===== src/rtl/ospfs_pkg.sv =====
`timescale 1ns / 1ps

package ospfs_pkg;

	localparam int unsigned VALUE_W  = 16;
	localparam int unsigned PRIME_W  = 9;
	localparam int unsigned SQUARE_W = 18;
	localparam int unsigned MULT_W   = 17;

	localparam logic [PRIME_W-1:0] FIRST_PRIME = 9'd3;
	localparam logic [VALUE_W-1:0] EVEN_FACTOR = 16'd2;

	localparam logic FUNC_BUILD = 1'b0;
	localparam logic FUNC_QUERY = 1'b1;

	typedef enum logic [3:0] {
		ST_RST_CLEAR,
		ST_IDLE,
		ST_BLD_CLEAR,
		ST_PRIME_MUL,
		ST_PRIME_CHK,
		ST_PRIME_TEST,
		ST_MULT_CHK,
		ST_MULT_WR,
		ST_BLD_RESP,
		ST_QRY_READ,
		ST_QRY_RESP
	} state_t;

	typedef enum logic [1:0] {
		RD_QUERY,
		RD_PRIME,
		RD_MULT
	} rd_src_t;

	typedef struct packed {
		logic    take_item;
		logic    clr_init;
		logic    clr_wr;
		logic    p_init;
		logic    p_next;
		logic    pp_load;
		logic    m_load;
		logic    m_next;
		logic    rd_en;
		rd_src_t rd_src;
		logic    mult_wr;
		logic    out_load;
		logic    out_query;
	} cmd_t;

	typedef struct packed {
		logic clr_last;
		logic pp_over;
		logic m_over;
		logic entry_zero;
		logic out_free;
	} sts_t;

endpackage


===== src/rtl/ospfs_ctrl.sv =====
`timescale 1ns / 1ps

module ospfs_ctrl (
	input  logic                clk,
	input  logic                arst_n,
	input  logic                req_valid,
	input  logic                req_func,
	output logic                req_ready,
	input  ospfs_pkg::sts_t     sts,
	output ospfs_pkg::cmd_t     cmd
);

	ospfs_pkg::state_t state_q;
	ospfs_pkg::state_t state_d;
	logic              accept;

	assign req_ready = (state_q == ospfs_pkg::ST_IDLE);
	assign accept    = req_valid && req_ready;

	always_ff @(posedge clk or negedge arst_n) begin
		if (!arst_n) begin
			state_q <= ospfs_pkg::ST_RST_CLEAR;
		end else begin
			state_q <= state_d;
		end
	end

	always_comb begin
		state_d = state_q;
		case (state_q)
			ospfs_pkg::ST_RST_CLEAR: begin
				if (sts.clr_last) state_d = ospfs_pkg::ST_IDLE;
			end
			ospfs_pkg::ST_IDLE: begin
				if (accept) begin
					if (req_func == ospfs_pkg::FUNC_BUILD) state_d = ospfs_pkg::ST_BLD_CLEAR;
					else state_d = ospfs_pkg::ST_QRY_READ;
				end
			end
			ospfs_pkg::ST_BLD_CLEAR: begin
				if (sts.clr_last) state_d = ospfs_pkg::ST_PRIME_MUL;
			end
			ospfs_pkg::ST_PRIME_MUL: begin
				state_d = ospfs_pkg::ST_PRIME_CHK;
			end
			ospfs_pkg::ST_PRIME_CHK: begin
				if (sts.pp_over) state_d = ospfs_pkg::ST_BLD_RESP;
				else state_d = ospfs_pkg::ST_PRIME_TEST;
			end
			ospfs_pkg::ST_PRIME_TEST: begin
				if (sts.entry_zero) state_d = ospfs_pkg::ST_MULT_CHK;
				else state_d = ospfs_pkg::ST_PRIME_MUL;
			end
			ospfs_pkg::ST_MULT_CHK: begin
				if (sts.m_over) state_d = ospfs_pkg::ST_PRIME_MUL;
				else state_d = ospfs_pkg::ST_MULT_WR;
			end
			ospfs_pkg::ST_MULT_WR: begin
				state_d = ospfs_pkg::ST_MULT_CHK;
			end
			ospfs_pkg::ST_BLD_RESP: begin
				if (sts.out_free) state_d = ospfs_pkg::ST_IDLE;
			end
			ospfs_pkg::ST_QRY_READ: begin
				state_d = ospfs_pkg::ST_QRY_RESP;
			end
			ospfs_pkg::ST_QRY_RESP: begin
				if (sts.out_free) state_d = ospfs_pkg::ST_IDLE;
			end
			default: begin
				state_d = ospfs_pkg::ST_IDLE;
			end
		endcase
	end

	always_comb begin
		cmd = '0;
		cmd.rd_src = ospfs_pkg::RD_QUERY;
		case (state_q)
			ospfs_pkg::ST_RST_CLEAR: begin
				cmd.clr_wr = 1'b1;
			end
			ospfs_pkg::ST_IDLE: begin
				cmd.take_item = accept;
				cmd.clr_init  = accept;
			end
			ospfs_pkg::ST_BLD_CLEAR: begin
				cmd.clr_wr = 1'b1;
				cmd.p_init = sts.clr_last;
			end
			ospfs_pkg::ST_PRIME_MUL: begin
				cmd.pp_load = 1'b1;
			end
			ospfs_pkg::ST_PRIME_CHK: begin
				cmd.rd_en  = 1'b1;
				cmd.rd_src = ospfs_pkg::RD_PRIME;
			end
			ospfs_pkg::ST_PRIME_TEST: begin
				cmd.m_load = sts.entry_zero;
				cmd.p_next = !sts.entry_zero;
			end
			ospfs_pkg::ST_MULT_CHK: begin
				cmd.rd_en  = 1'b1;
				cmd.rd_src = ospfs_pkg::RD_MULT;
				cmd.p_next = sts.m_over;
			end
			ospfs_pkg::ST_MULT_WR: begin
				cmd.mult_wr = 1'b1;
				cmd.m_next  = 1'b1;
			end
			ospfs_pkg::ST_BLD_RESP: begin
				cmd.out_load = sts.out_free;
			end
			ospfs_pkg::ST_QRY_READ: begin
				cmd.rd_en  = 1'b1;
				cmd.rd_src = ospfs_pkg::RD_QUERY;
			end
			ospfs_pkg::ST_QRY_RESP: begin
				cmd.out_load  = sts.out_free;
				cmd.out_query = 1'b1;
			end
			default: begin
				cmd = '0;
			end
		endcase
	end

endmodule


===== config.mk =====
export PLATFORM = sky130hd
export DESIGN_NAME = ospfs_ctrl
export DESIGN_NICKNAME = d
export VERILOG_FILES = /design/src/rtl/ospfs_pkg.sv /design/src/rtl/ospfs_ctrl.sv
export SDC_FILE = /design/constraint.sdc
export NUM_CORES = 1
export LEC_CHECK = 0
export ABC_AREA = 0
export BUFFER_PORTS_ARGS = -buffer_cell sky130_fd_sc_hd__buf_2
export CAP_MARGIN = 20
export CORE_AREA = 2 2 39 41
export CTS_CLUSTER_DIAMETER = 100
export DETAILED_ROUTE_END_ITERATION = 6
export DIE_AREA = 0 0 41 43
export GPL_TIMING_DRIVEN = 0
export HOLD_SLACK_MARGIN = 0.05
export PLACE_DENSITY = 0.61
export REMOVE_ABC_BUFFERS = 1
export SYNTH_ARGS = -nofsm -noshare
export SYNTH_HDL_FRONTEND = slang
export SYNTH_SLANG_ARGS = --single-unit

===== constraint.sdc =====
create_clock -name clk -period 1.3 [get_ports clk]
set_input_delay 0.13 -clock clk [delete_from_list [all_inputs] [get_ports clk]]
set_output_delay 0.13 -clock clk [all_outputs]
set_load 0.005 [all_outputs]

### Word-level counts from Yosys, hierarchy flattened

Cells that the tools add are included.

* register bits: 4
* input bits: 9
* output and inout port bits: 15
* word-level logic and storage cells: 40

* eq/ne operators: 14
* mux-type cells: 19
* reductions and logical operators: 6

Operators with widths (number)
* one-hot mux 4 bit (10 select lines): 1
* 2-to-1 mux 4 bit: 6
* equality test 4 x 3 -> 1 bit, second input constant: 4
* equality test 4 bit, second input constant: 3
* one-hot mux 3 bit (3 select lines): 1
* equality test 4 x 2 -> 1 bit, second input constant: 2
* 2-to-1 mux 1 bit: 7
* 2-to-1 mux 3 bit: 2
* equality test 4 x 1 -> 1 bit, second input constant: 1
* logical NOT 4 bit: 1
* != test 2 x 1 -> 1 bit, second input constant: 2
* != test 2 bit, second input constant: 2
* AND reduction 4 bit: 1
* OR reduction 2 bit: 2
* 2-to-1 mux 2 bit: 1
* one-hot mux 1 bit (2 select lines): 1
* logical AND 1 bit: 1
* logical NOT 1 bit: 1

### Longest topological paths before layout

* depth in word-level cells: 4
* mapped depth: 5
* mapped depth without buffers: 4

### Worst setup path before layout

No wires, ideal clock.

* path type: register to register
* from: register state_q[3]
* to: register state_q[0]
* setup time: 124 ps
* arrival time: 1125 ps
* required time: 1176 ps
* path slack: 51 ps
* stages on the path, launching flop included: 6
* buffers on the path: 1
* clock period less this slack: 1249 ps
* cells stage by stage: dfrtp_1 -> nand2b_1 -> buf_6 -> nor3_2 -> a211oi_1 -> o31a_1

* cells in the longest elaborated chain, start to end: 4
* elaborated cells on any way between the ends: 19
* classes of those cells: 14 x eq/ne; 1 x mux; 4 x reduce/logical

RTL lines
* from (decl): RTL line ospfs_ctrl.sv:13 `ospfs_pkg::state_t state_q;`
* from (signal assigned): RTL line ospfs_ctrl.sv:22 `state_q <= ospfs_pkg::ST_RST_CLEAR;`
* from (signal assigned): RTL line ospfs_ctrl.sv:24 `state_q <= state_d;`
* equality test 4 bit or equality test 4 x 1 -> 1 bit (tied branches): RTL line ospfs_ctrl.sv:30, ospfs_ctrl.sv:17
* OR reduction 2 bit (no line) or logical AND 1 bit (tied branches)
* != test 2 x 1 -> 1 bit (no line)
* AND reduction 4 bit (no line)

Parallel ways exist; a longest one is shown, timed or not.
A chain may end at the register's enable or synchronous reset.

==> results.md <==
* Antenna violations before repair at 0
* Placed cells at 94
* Critical Path Sink Type: output port
* Crit path max-delay family: flip-flops
* Top flop regs: state_q: 4 flops
* Core area at 1380 um2
* First-pass DRT Iterations at 4
* Die height at 43 um
* CTS tree: built
* Vias in the first global route at 590
* Leading cell type in the layout, fill and taps excluded: buf_2
* Multiplexer share of the synthesized area at 0%
* CP required at 1.17 ns
* Slew @ Worst Pin at 0.272 ns
* Worst vdd ir at 1.35 mV
* Final Max Slew Viols at 0
* Slew HR at 81.7%
* Initial Utilization at 34.2%
* Finished Layout Cells at 117
* P_int at 1.25 mW
* HP Class: input port to asynchronous set/reset pin
* Post-layout nets at 112
* Ys Warns at 0
* Fin worst setup slack at -0.151 ns
* Routed vias/inst at 5.74
* Final Util at 66.5%
* Post-synthesis compound-gate area fraction at 18.5%
* Area Overhead vs Synth at 94.4%
* Mapped Cells at 62
* Seq cells post-synth at 4
* Routed WL per cell at 16.7 um
* Max Clock Skew at 0.0111 ns
* Max_cap viols at 0
* Max layer used: met4
* Clk_lat worst skew at 0.25 ns
* Synthesized area at 473 um2
* First-pass GRT wire length at 2570 um
* RSZ-0062 raised after global routing: true
* Synth cell types at 30
* Clock transition at path regs at 0.04 ns
* Met1 wire length at 714 um
* GRT overflow at 0
* Cells along the critical path: buf_12, nand2b_4, o22ai_1, buf_2
* Max reg flops at 4
* Finish-stage setup viols at 18
* Net Sw Frac at 44.1%
* Num Clock Sinks at 4
* DR WL met3 at 130 um
* Reg with most FFs: state_q
* Worst path arrival time at 1.32 ns
* CP Launch Type: flip-flop
* H-Tree Depth at 1
* CTS Buffer Depth at 2
* Total Wirelength at 1950 um
* GP Congestion at 0.730
* Cts bufs inserted at 3
* Clk root buf: clkbuf_4
* Synthesized area per cell at 7.63 um2
* Critical-path maximum fanout at 7
* DRC viols at 0
* Seq pwr share at 14.5%
* Count of final hold-check violations at 0
* Outcome: finished, violations left
* Ant. Diodes at 0
* Hold WS at 0.205 ns
* Adder-Cell Fraction of Synth Area at 0%
* Post-synthesis xor/xnor area fraction at 0%
* Largest family of logic cells by synthesized area: simple AND/OR/NAND/NOR gates
* Final min period at 1.45 ns
* Comb pwr share at 77.9%
* Detail Placement HPWL at 807 um
* Post-DRT Antenna Nets at 0
* Ports at 24
* Most frequent cells in the layout: 21 x buf_2, 10 x buf_4, 8 x buf_6
* Register area share after synthesis at 21.2%
* Failing checks: setup timing
* Std-Cell Rows at 14
* CP Buf/Inv Count at 2
* Total GRT Usage at 22.1%
* Port Buf Inserts at 23
* Die area at 1760 um2
* WL met2 at 1010 um
* DR iter-0 viols at 18
* Chip width at 41 um
* Simple-Gate Fraction of Synth Area at 45.8%
* WS Path Type: flip-flop to output port
* Clock power frac at 7.5%
* P_sw at 0.990 mW
* Fmax at 689 MHz
* Crit-path slowest cell: dfrtp_2
* Largest net degree at the start of global routing at 11
* Share of post-route cells with drive strength above 1 at 73.3%
* PD cells at 2440 nW/um2
* Static leakage at 0.442 nW
* Final period util at 112%
* Crit-path max cell delay at 0.49 ns
* Via count of the routed design at 671
* Post-layout power at 2.24 mW
* Flop-to-flop setup slack at -0.12 ns
worst paths after layout:
check / cells after the start / endpoint / from
max: 4 / cmd[5] / state_q[2]
min: 2 / state_q[1] / arst_n
min in group clk: 3 / state_q[2] / sts[3]
max reg2reg: 4 / state_q[0] / state_q[0]
max in group asynchronous: 2 / state_q[3] / arst_n
min reg2reg: 2 / state_q[2] / state_q[3]
kinds of logic (layout without fill, tap and decap cells):
| family | count (synthesis) | in the layout |
|---|---|---|
| buffers and inverters | 10 | 49 |
| and+or+nand+nor | 35 | 35 |
| AOI/OAI and AO/OA | 13 | 13 |
| DFF | 4 | 4 |
per-stage QoR:
step	setup WS [ns]	area [um2]	setup TNS, ns
global placement	-0.260	551	-0.860
floorplan	-0.0723	415	-0.0723
detailed placement	-0.249	551	-0.938
finish	-0.151	920	-1.51
global route	-0.178	920	-2.34
CTS	-0.0639	823	-0.534
layer usage:
layer	global-route usage, %	up-vias
met3	4.71	12
met4	14.0	0
met1	25.9	323
met2	34.4	40
li1	-	296
met5	0	-
cell usage after synthesis, drive strengths merged:
| cell | number | area share (%) |
|---|---|---|
| nor3 | 6 | 8.5 |
| buf | 7 | 12 |
| nand2 | 3 | 2.4 |
| o31a | 1 | 1.9 |
| nand2b | 4 | 6.9 |
| o31ai | 1 | 1.6 |
| and3 | 2 | 2.6 |
| nor2 | 10 | 7.9 |
| dfrtp | 4 | 21 |
| and2 | 1 | 1.3 |
| o22ai | 1 | 1.3 |
| a32o | 1 | 2.1 |
| nor3b | 3 | 5.8 |
| a21oi | 3 | 3.2 |
| nor2b | 3 | 4.5 |
| o21bai | 1 | 1.6 |
| nor4b | 1 | 3.2 |
| o21ai | 3 | 4.0 |
| nor4 | 1 | 1.3 |
| a211oi | 1 | 1.6 |
| a31oi | 1 | 1.3 |
| or3 | 1 | 1.3 |
| inv | 3 | 2.4 |
cell type report:
cell class                 instances  area [um2]
inverter                           3        11.3
multi-input combinational         48         420
tap                               16        20.0
fill                             108         464
clock buffer                       3        22.5
timing repair buffer              43         340
sequential                         4         105
power groups by stage:
stage | clock network, mW | logic, mW | registers [mW]
floorplan | 0 | 0.499 | 0.329
global placement | 0 | 0.684 | 0.383
detailed placement | 0 | 0.687 | 0.380
CTS | 0.160 | 1.40 | 0.283
global route | 0.181 | 1.84 | 0.330
finish | 0.169 | 1.75 | 0.326
what timing repair did:
action,in CTS,in global routing
pin swaps,6,6
resized for setup,27,13
gates cloned,0,1
setup endpoints to repair,19,18
hold buffers,1,0
hold endpoints to repair,4,0
buffers inserted,16,2
(Power assumes the default switching activity.)
